File: config.mk
export PLATFORM = sky130hd
export DESIGN_NAME = rav_queue
export DESIGN_NICKNAME = d
export VERILOG_FILES = /design/src/rav_pkg.sv /design/src/rav_queue.sv
export SDC_FILE = /design/constraint.sdc
export NUM_CORES = 1
export LEC_CHECK = 0
export BUFFER_PORTS_ARGS = -buffer_cell sky130_fd_sc_hd__buf_4
export CORE_ASPECT_RATIO = 0.6
export CORE_MARGIN = 5
export CORE_UTILIZATION = 45
export DETAILED_ROUTE_END_ITERATION = 8
export PLACE_DENSITY = 0.69
export SYNTH_ARGS = -nofsm -noshare
export SYNTH_HDL_FRONTEND = slang
export SYNTH_SLANG_ARGS = --single-unit
File: constraint.sdc
create_clock -name clock -period 2.7 [get_ports clock]
set_clock_uncertainty 0.15 [all_clocks]
set_input_delay 0.27 -clock clock [delete_from_list [all_inputs] [get_ports clock]]
set_output_delay 0.27 -clock clock [all_outputs]
set_load 0.01 [all_outputs]
File: src/rav_pkg.sv
`timescale 1ns / 1ps
`default_nettype none
// ----------------------------------------------------------------------------
// rav_pkg
// Shared types and constants of the row averager.
// ----------------------------------------------------------------------------
package rav_pkg;

   localparam int MAX_ROW       = 256;
   localparam int POS_BITS      = $clog2(MAX_ROW);
   localparam int LEN_BITS      = 9;
   localparam int NROW_BITS     = 8;
   localparam int SAMPLE_BITS   = 16;
   localparam int SUM_BITS      = 24;
   localparam int DIV_CNT_BITS  = $clog2(SUM_BITS);
   localparam int ROW_LENGTH_RESET = 144;

   localparam logic CSR_ROW_LENGTH      = 1'b0;
   localparam logic CSR_ROWS_TO_AVERAGE = 1'b1;

   typedef struct packed {
      logic [LEN_BITS-1:0]  row_length;
      logic [NROW_BITS-1:0] rows_to_average;
   } cfg_type;

   typedef struct packed {
      logic signed [SAMPLE_BITS-1:0] sample;
      logic [POS_BITS-1:0]           pos;
      logic                          final_row;
      logic                          last_pos;
      logic [NROW_BITS-1:0]          nrows;
   } cmd_type;

   typedef enum logic [1:0] {
      BK_IDLE,
      BK_READ,
      BK_DIV,
      BK_EMIT
   } back_state_type;

endpackage
`default_nettype wire

File: src/rav_queue.sv
`timescale 1ns / 1ps
`default_nettype none
// ----------------------------------------------------------------------------
// rav_queue
// Four-entry command queue between front and back.
// ----------------------------------------------------------------------------
module rav_queue (
   input  wire logic             clock,
   input  wire logic             reset,
   input  wire logic             wr_en,
   input  wire rav_pkg::cmd_type wr_cmd,
   output logic                  full,
   input  wire logic             rd_en,
   output rav_pkg::cmd_type      rd_cmd,
   output logic                  empty
);

   rav_pkg::cmd_type entry_ff [4];
   logic [1:0] wr_ptr_ff, rd_ptr_ff;
   logic [2:0] count_ff;

   assign full   = (count_ff == 3'd4);
   assign empty  = (count_ff == 3'd0);
   assign rd_cmd = entry_ff[rd_ptr_ff];

   always_ff @(posedge clock) begin
      if (wr_en) begin
         entry_ff[wr_ptr_ff] <= wr_cmd;
      end
   end

   always_ff @(posedge clock) begin
      if (reset) begin
         wr_ptr_ff <= '0;
         rd_ptr_ff <= '0;
         count_ff  <= '0;
      end else begin
         if (wr_en) wr_ptr_ff <= wr_ptr_ff + 2'd1;
         if (rd_en) rd_ptr_ff <= rd_ptr_ff + 2'd1;
         count_ff <= count_ff + {2'b0, wr_en} - {2'b0, rd_en};
      end
   end

endmodule
`default_nettype wire

==> qor.yml <==
outcome:
  status: "complete, no violations"
global_route:
  grt_pass1_vias: 2711
  grt.total_usage: 0.143
  grt_pass1_wl_um: 14700
  overflow: 0
  antenna_found_initial: 1
  grt_max_degree: 35
route:
  drtAntennaViolNets: 0
  dr.pass1.iters: 4
  avgViaCountPerCell: 4.90
  drtIter0Drc: 139
  routedWlPerCell_um: 18.1
  num_vias: 2567
  routed_wl_um: 9500
  drc: 0
finish:
  postLayoutCellArea_mm2: 0.00704
  final_nets: 390
  layout_commonest_cell: "edfxtp_1"
  drive_above_1_share: 0.405
  stdcell_count: 524
  syn_to_final_growth_pct: 30.5
  final_cell_mix: "136 x edfxtp_1, 77 x buf_4, 35 x dlygate4sd3_1"
power:
  sw_frac_of_total: 0.218
  internal-power_w: 0.00419
  vdd_ir_drop_max_mv: 0.574
  clockPowerShare: 0.396
  p_total_w: 0.00536
  comb_power_share: 0.113
  leakagePower_nw: 2.46
  seqPwrFrac: 0.491
  powerDensity_mw_per_mm2: 762
  p_switching_w: 0.00117
yosys:
  syn-num-nets: 265
  synthTopCellsByArea: "edfxtp_1 76%, mux4_2 13%, dfxtp_1 3.3%"
  yosysSeqAreaShare: 0.791
  synth.distinct_cells: 22
  synth_largest_area_cell: "edfxtp_1"
  ys_warn_count: 0
  synth_edf_count: 136
  ys.flop_type: "edfxtp_1"
  synth.ff_latch_count: 145
  async_flop_share: 0
  yosysTopAreaCellShare: 0.757
  syn-instance-count: 220
  synthesis.area_mm2: 0.00539
  syn_area_per_cell_um2: 24.5
clock_tree:
  cts_tree: "yes"
  cts_made_buffers: 17
  post_cts_resized: 0
  cts_sinks: 145
  clk_pin_slew_worst_paths_ns: 0.06
  cts-root-buf: "clkbuf_16"
  insertion_delay_ns: 0.40
  htree_levels: 4
  clockBufferDepth: 2
floorplanning:
  core_mm2: 0.0119
  die_w_um: 151
  io_pins: 74
  rows: 31
  fp.dieH_um: 94.8
  start_util: 0.453
  dieArea_mm2: 0.0143
setup_path:
  cp-start-kind: "register"
  crit_path_cell_trace: "buf_12 -> mux4_2 -> buf_4"
  cpPeakStageDelay_ns: 0.56
  path_class: "register to output port"
  endpoint_kind: "output port"
  required_ns: 2.28
  worstPathMaxFanout: 25
  cp_slowest_cell: "mux4_2"
  arrival_ns: 1.97
placement:
  dpl_worst_slack_ns: 0.686
  placed_cell_area_mm2: 0.00614
  place_inst: 456
  io_buffers: 73
  place.gp.congestion: 0.693
  dp_hpwl_um: 5680
timing:
  maxSlewViolCount: 0
  tns_ns: 0
  timing.final.ws_setup_ns: 0.306
  slew_headroom: 0.643
  hold_violations: 0
  setup_violations: 0
  fin_crit_sh: 0.887
  fin_crit_ns: 2.39
  tightest_slew_ns: 0.536
  rsz0062_at_grt: "false"
  max_freq_ghz: 0.418
worst_hold_path:
  hold_class: "primary input to register"
job:
  cap_violations: 0
-- final cells by class --
| type | instances | area (um2) |
|---|---|---|
| multi-input cells | 61 | 1020 |
| flip-flops and latches | 145 | 4270 |
| well taps | 165 | 206 |
| fillers | 879 | 4870 |
| clock inverters | 13 | 115 |
| repair buffers | 114 | 968 |
| clock buffers | 19 | 433 |
| inverters | 6 | 22.5 |
| diodes | 1 | 2.50 |
-- power groups by stage --
| stage | Combinational (W) | Clock [W] | Sequential [W] |
|---|---|---|---|
| 6_report | 0.000604 | 0.00212 | 0.00263 |
| 5_1_grt | 0.000661 | 0.00230 | 0.00264 |
| 3_5_place_dp | 0.000579 | 0 | 0.00268 |
| 3_3_place_gp | 0.000567 | 0 | 0.00268 |
| 2_1_floorplan | 0.000335 | 0 | 0.00266 |
| 4_1_cts | 0.000622 | 0.00218 | 0.00264 |
-- state kept, by name (all words and copies together) (netlist names), named ones only --
register and flops:
wr_ptr_ff 2, entry_ff 136, rd_ptr_ff 2, count_ff 3
-- cell usage after synthesis, types with 2 or more instances --
library cell,count
edfxtp_1,136
mux4_2,30
dfxtp_1,9
ha_1,6
inv_1,6
nor2_1,5
and2_1,4
mux4_1,4
buf_12,3
buf_2,3
nor2b_1,2
xnor2_1,2
-- stage by stage --
stage               hold WS, ns   util
detailed placement        0.325  0.515
floorplan                 0.192      -
global placement          0.320  0.515
global route             0.0449  0.591
CTS                      0.0165  0.591
finish                   0.0327  0.591
-- worst paths after layout --
kind | startpoint | end | slack, ns | cells past startpoint
hold / removal | rd_en | rd_ptr_ff[0]$_SDFFE_PP0P_ | 0.03 | 3
setup / recovery | register | rd_cmd[2] | 0.31 | 3
hold reg to reg | rd_ptr_ff[1]$_SDFFE_PP0P_ | register | 0.38 | 2
setup reg to reg | count_ff[0]$_SDFF_PP0_ | count_ff[2]$_SDFF_PP0_ | 0.80 | 7
-- critical path, delay by kind of cell, from the launching register on --
family                 cells  cell delay (ns)
muxes                      1             0.56
buffers and inverters      2             0.44
DFF                        1             0.55
-- metal layers --
metal	global-route usage	vias up	routed length, um	part of all wire
li1	-	1168	-	-
met1	0.191	1299	4190	0.44
met2	0.213	90	4480	0.47
met3	0.0532	10	727	0.077
met4	0.0588	0	100	0.011
met5	0	-	0	0
-- what timing repair did --
item	4_1_cts	5_1_grt
endpoints found under the hold margin	145	0
hold buffers	35	0
setup buffers	0	0
-- cells by family (layout without fill, tap and decap cells) --
family                   Yosys count  after routing  share of synthesized area
multiplexers                      35             35                      0.147
XOR/XNOR                           3              3                    0.00765
other                              0              1                          0
buffers and inverters             14            152                     0.0209
AO/OA/AOI/OAI                      2              2                    0.00278
flip-flops                       145            145                      0.791
AND/OR/NAND/NOR                   14             14                     0.0139
adder cells (fa/ha/maj)            7              7                     0.0176
No activity file was read; power rests on OpenSTA's default activity.
