==> src/rav_pkg.sv <==
`timescale 1ns / 1ps
`default_nettype none
// ----------------------------------------------------------------------------
// rav_pkg
// Shared types and constants of the row averager.
// ----------------------------------------------------------------------------
package rav_pkg;

   localparam int MAX_ROW       = 256;
   localparam int POS_BITS      = $clog2(MAX_ROW);
   localparam int LEN_BITS      = 9;
   localparam int NROW_BITS     = 8;
   localparam int SAMPLE_BITS   = 16;
   localparam int SUM_BITS      = 24;
   localparam int DIV_CNT_BITS  = $clog2(SUM_BITS);
   localparam int ROW_LENGTH_RESET = 144;

   localparam logic CSR_ROW_LENGTH      = 1'b0;
   localparam logic CSR_ROWS_TO_AVERAGE = 1'b1;

   typedef struct packed {
      logic [LEN_BITS-1:0]  row_length;
      logic [NROW_BITS-1:0] rows_to_average;
   } cfg_type;

   typedef struct packed {
      logic signed [SAMPLE_BITS-1:0] sample;
      logic [POS_BITS-1:0]           pos;
      logic                          final_row;
      logic                          last_pos;
      logic [NROW_BITS-1:0]          nrows;
   } cmd_type;

   typedef enum logic [1:0] {
      BK_IDLE,
      BK_READ,
      BK_DIV,
      BK_EMIT
   } back_state_type;

endpackage
`default_nettype wire

==> src/rav_front.sv <==
`timescale 1ns / 1ps
`default_nettype none
// ----------------------------------------------------------------------------
// rav_front
// Tracks row position and row count, tags each sample with its position,
// last-position and final-row flags.
// ----------------------------------------------------------------------------
module rav_front (
   input  wire logic             clock,
   input  wire logic             reset,
   input  wire rav_pkg::cfg_type cfg,
   input  wire logic             accept,
   input  wire logic signed [rav_pkg::SAMPLE_BITS-1:0] sample,
   output rav_pkg::cmd_type      cmd
);

   logic [rav_pkg::POS_BITS-1:0]  position_ff, position_in;
   logic [rav_pkg::NROW_BITS-1:0] rows_done_ff, rows_done_in;
   logic [rav_pkg::LEN_BITS-1:0]  len;
   logic [rav_pkg::NROW_BITS-1:0] nrows;
   logic                          last_pos;
   logic                          final_row;

   always_comb begin
      priority if (cfg.row_length == '0) begin
         len = rav_pkg::LEN_BITS'(1);
      end else if (cfg.row_length > rav_pkg::LEN_BITS'(rav_pkg::MAX_ROW)) begin
         len = rav_pkg::LEN_BITS'(rav_pkg::MAX_ROW);
      end else begin
         len = cfg.row_length;
      end
      nrows = (cfg.rows_to_average == '0) ? rav_pkg::NROW_BITS'(1) : cfg.rows_to_average;
      last_pos  = ({1'b0, position_ff} >= (len - rav_pkg::LEN_BITS'(1)));
      final_row = (rows_done_ff >= (nrows - rav_pkg::NROW_BITS'(1)));
   end

   always_comb begin
      position_in  = position_ff;
      rows_done_in = rows_done_ff;
      if (accept) begin
         if (last_pos) begin
            position_in  = '0;
            rows_done_in = final_row ? '0 : rows_done_ff + rav_pkg::NROW_BITS'(1);
         end else begin
            position_in = position_ff + rav_pkg::POS_BITS'(1);
         end
      end
   end

   always_ff @(posedge clock) begin
      if (reset) begin
         position_ff  <= '0;
         rows_done_ff <= '0;
      end else begin
         position_ff  <= position_in;
         rows_done_ff <= rows_done_in;
      end
   end

   assign cmd.sample    = sample;
   assign cmd.pos       = position_ff;
   assign cmd.final_row = final_row;
   assign cmd.last_pos  = last_pos;
   assign cmd.nrows     = nrows;

endmodule
`default_nettype wire

==> config.mk <==
export PLATFORM = sky130hd
export DESIGN_NAME = rav_front
export DESIGN_NICKNAME = d
export VERILOG_FILES = /design/src/rav_pkg.sv /design/src/rav_front.sv
export SDC_FILE = /design/constraint.sdc
export NUM_CORES = 1
export LEC_CHECK = 0
export BUFFER_PORTS_ARGS = -buffer_cell sky130_fd_sc_hd__clkbuf_2
export CAP_MARGIN = 20
export CORE_MARGIN = 5
export CORE_UTILIZATION = 43
export DETAILED_ROUTE_END_ITERATION = 6
export PLACE_DENSITY = 0.78
export RECOVER_POWER = 25
export SYNTH_ARGS = -nofsm -noshare
export SYNTH_HDL_FRONTEND = slang
export SYNTH_SLANG_ARGS = --single-unit
==> constraint.sdc <==
create_clock -name clock -period 5.2 [get_ports clock]
set_input_delay 1.3 -clock clock [delete_from_list [all_inputs] [get_ports clock]]
set_output_delay 1.3 -clock clock [all_outputs]
set_load 0.01 [all_outputs]
==> results.toml <==
[outcome]
status = "finished clean"

[sta]
hold_viol = 0
fmax_ghz = 0.1962
min_period_ns = 5.096
setup_slack_ns = 0.1036
tightest_slew_ns = 0.3605
setup_viol = 0
slew_viol_final = 0
max-slew-margin-rel = 0.7594
skew_ns = 0.003316
min_period_over_period = 0.9801

[logic_synthesis]
netlist_area_mm2 = 0.001622
synth_seq_area_share = 0.1975
async_flop_share = 0
synth_top_cell_by_area = "dfxtp_1"
synthesis.nets = 259
ys.flop_type = "dfxtp_1"
ys_ff_latch = 16
syn_inst = 203
synth_cell_types = 44
syn_area_per_cell_um2 = 7.988
synth_top_area_frac = 0.1975
yosys_warnings = 0
synth_area_leaders = "dfxtp_1 (20%), ha_1 (15%), buf_4 (8.8%)"
synth_edf_count = 0

[power_and_ir_drop]
p_clk_frac = 0.291
seqPwrFrac = 0.383
leakage_nw = 0.8062
swShare = 0.3209
power_switching_mw = 0.1222
peakVddDrop_uv = 179.6
intPower_mw = 0.2586
powerDensity_mw_per_mm2 = 206.7
combPwrFrac = 0.326
total_power_mw = 0.3808

[clocking]
root_buffer = "clkbuf_8"
ctsLongestPathBuffers = 2
cts_sinks = 16
clk_pin_slew_ns = 0.06
cts_tree = "done"
cts_made_buffers = 3
cts-htree-levels = 1
ctsHoldBuffers = 0
clkLatencyLatePin_ns = 0.25

[min_path]
hold_path.class = "register to register"

[die]
core_area_mm2 = 0.003661
fp-row-count = 22
fp.dieH_um = 71.41
initial_core_util = 0.4429
top_level_ports = 70
dieArea_mm2 = 0.005099
fp.dieW_um = 71.41

[global_routing]
grt_use_met1 = 0.1660
use_met2 = 0.2143
grt_use_total = 0.1293
grt_pass1_vias = 1259
grt-busiest-layer = "met2"
grt_antenna_before_repair = 0
grt.met3_usage = 0.04067
grt_max_degree = 15
grt_overflow = 0
grt_pass1_wl_um = 5554

[layout]
final_core_util = 0.5031
nNetsFinal = 283
n_antenna_cell = 0
final_area_mm2 = 0.001842
syn2layout_area_growth_pct = 13.58
drive_gt1_frac = 0.2655

[job]
drv_cap = 0

[drt]
route.detailed.drc = 0
drt_pass1_iterations = 4
drt-total-wl_um = 3314
wl_per_cell_um = 12.09
detail_route.iter0.violations = 74
postRouteAntennaNets = 0
vias = 1445
vias_per_cell = 5.274

[place]
dp_hpwl_um = 2665
portBuffers = 37
gp_congestion = 0.8346
place_ws_ns = 0.01324
placed_area_mm2 = 0.001743

[worst_setup_path]
crit_type = "input port to primary output"
critPathMaxFanout = 7
endpoint_kind = "primary output"
setup.worst_path.start_class = "input port"
required_ns = 3.90
cp.arrival_ns = 3.80
==> flip-flops by register name, indices dropped and copies added (netlist names) <==
signal	cells
position_ff	8
rows_done_ff	8
==> layout by cell type (no fill, tap or decap), drive strengths merged, types with 3 or more instances in the layout <==
master and count:
a22oi 3, o21a 3, nand2b 4, inv 7, buf 10, ha 20, nor2b 3, and3 3
dfxtp 16, xor2 7, a21oi 12, nand2 16, xnor2 6, clkbuf 41, o31ai 4, nor2 15
and2 4, a211oi 3, nand3 8, nor3 7, o21ai 15
==> worst paths after layout <==
kind / startpoint / to / slack [ns] / cells past startpoint
worst max-delay path: cfg[10] / cmd[8] / 0.10 / 15
worst min-delay path: rows_done_ff[7] / rows_done_ff[7] / 0.49 / 2
worst max register to register: position_ff[0] / rows_done_ff[7] / 3.02 / 9
worst min register to register: rows_done_ff[7] / rows_done_ff[7] / 0.49 / 2
==> power groups by stage <==
stage	logic, mW	clock network, mW	registers (mW)
6_report	0.124	0.111	0.146
5_1_grt	0.144	0.118	0.147
4_1_cts	0.119	0.112	0.146
3_5_place_dp	0.118	0	0.149
3_3_place_gp	0.116	0	0.149
2_1_floorplan	0.0998	0	0.145
==> repair_timing <==
item / CTS / global route
endpoints found under the setup margin: 0 / 2
resized for setup: 0 / 10
setup buffers: 0 / 2
==> critical path: stages <==
cell,delay (ns)
clkbuf_2,0.09
or4_4,0.55
nor4_4,0.14
o21bai_1,0.14
ha_2,0.20
buf_4,0.15
o21ai_0,0.07
o21ai_0,0.10
a21oi_1,0.15
ha_1,0.26
nand3_1,0.08
nand2_1,0.06
a41o_1,0.23
and2_4,0.15
clkbuf_2,0.12
==> cell usage after synthesis, types with 2 or more instances <==
library cell,n
nand2_1,16
a21oi_1,11
ha_1,20
inv_1,7
nand3_1,7
o21a_1,3
dfxtp_1,16
clkbuf_1,8
a22oi_1,3
xnor2_1,6
nor3_1,6
nand4_1,2
buf_4,19
nor2b_1,3
nor2_1,15
xor2_1,7
nor4_1,2
and2_1,3
o21ai_0,15
and3_1,3
o31ai_1,4
o21bai_1,2
nand2b_1,4
==> layout make-up <==
class / count / area [um^2]
Sequential cell: 16 / 320.3
Fill cell: 365 / 1819
Inverter: 7 / 26.28
Timing Repair Buffer: 47 / 250.2
Clock buffer: 4 / 55.05
Tap cell: 48 / 60.06
Multi-Input combinational cell: 152 / 1130
==> cell families (layout without fill, tap and decap cells) <==
kind of cell               Yosys count  after routing  share of synthesized area
adders and majority gates           20             20                     0.1543
xor gates and xnor gates            13             13                    0.07022
DFF                                 16             16                     0.1975
and+or+nand+nor                     71             71                     0.2423
AOI/OAI and AO/OA                   48             48                     0.2060
buffers and inverters               35             58                     0.1296
==> per-stage QoR <==
| stage | TNS (ns) | std cells | hold slack (ns) |
|---|---|---|---|
| 6_report | 0 | 274 | 0.4929 |
| 5_1_grt | -0.02917 | 274 | 0.5139 |
| 4_1_cts | 0 | 272 | 0.4970 |
| 3_5_place_dp | 0 | 268 | 0.4878 |
| 3_3_place_gp | 0 | 268 | 0.4812 |
| 2_1_floorplan | 0 | 203 | 0.4557 |
==> layer usage <==
| metal | vias up | wire, um |
|---|---|---|
| met1 | 656 | 1403 |
| met3 | 4 | 223 |
| li1 | 746 | - |
| met2 | 39 | 1673 |
| met4 | 0 | 13 |
| met5 | - | 0 |
Power figures use the tool's default switching activity.
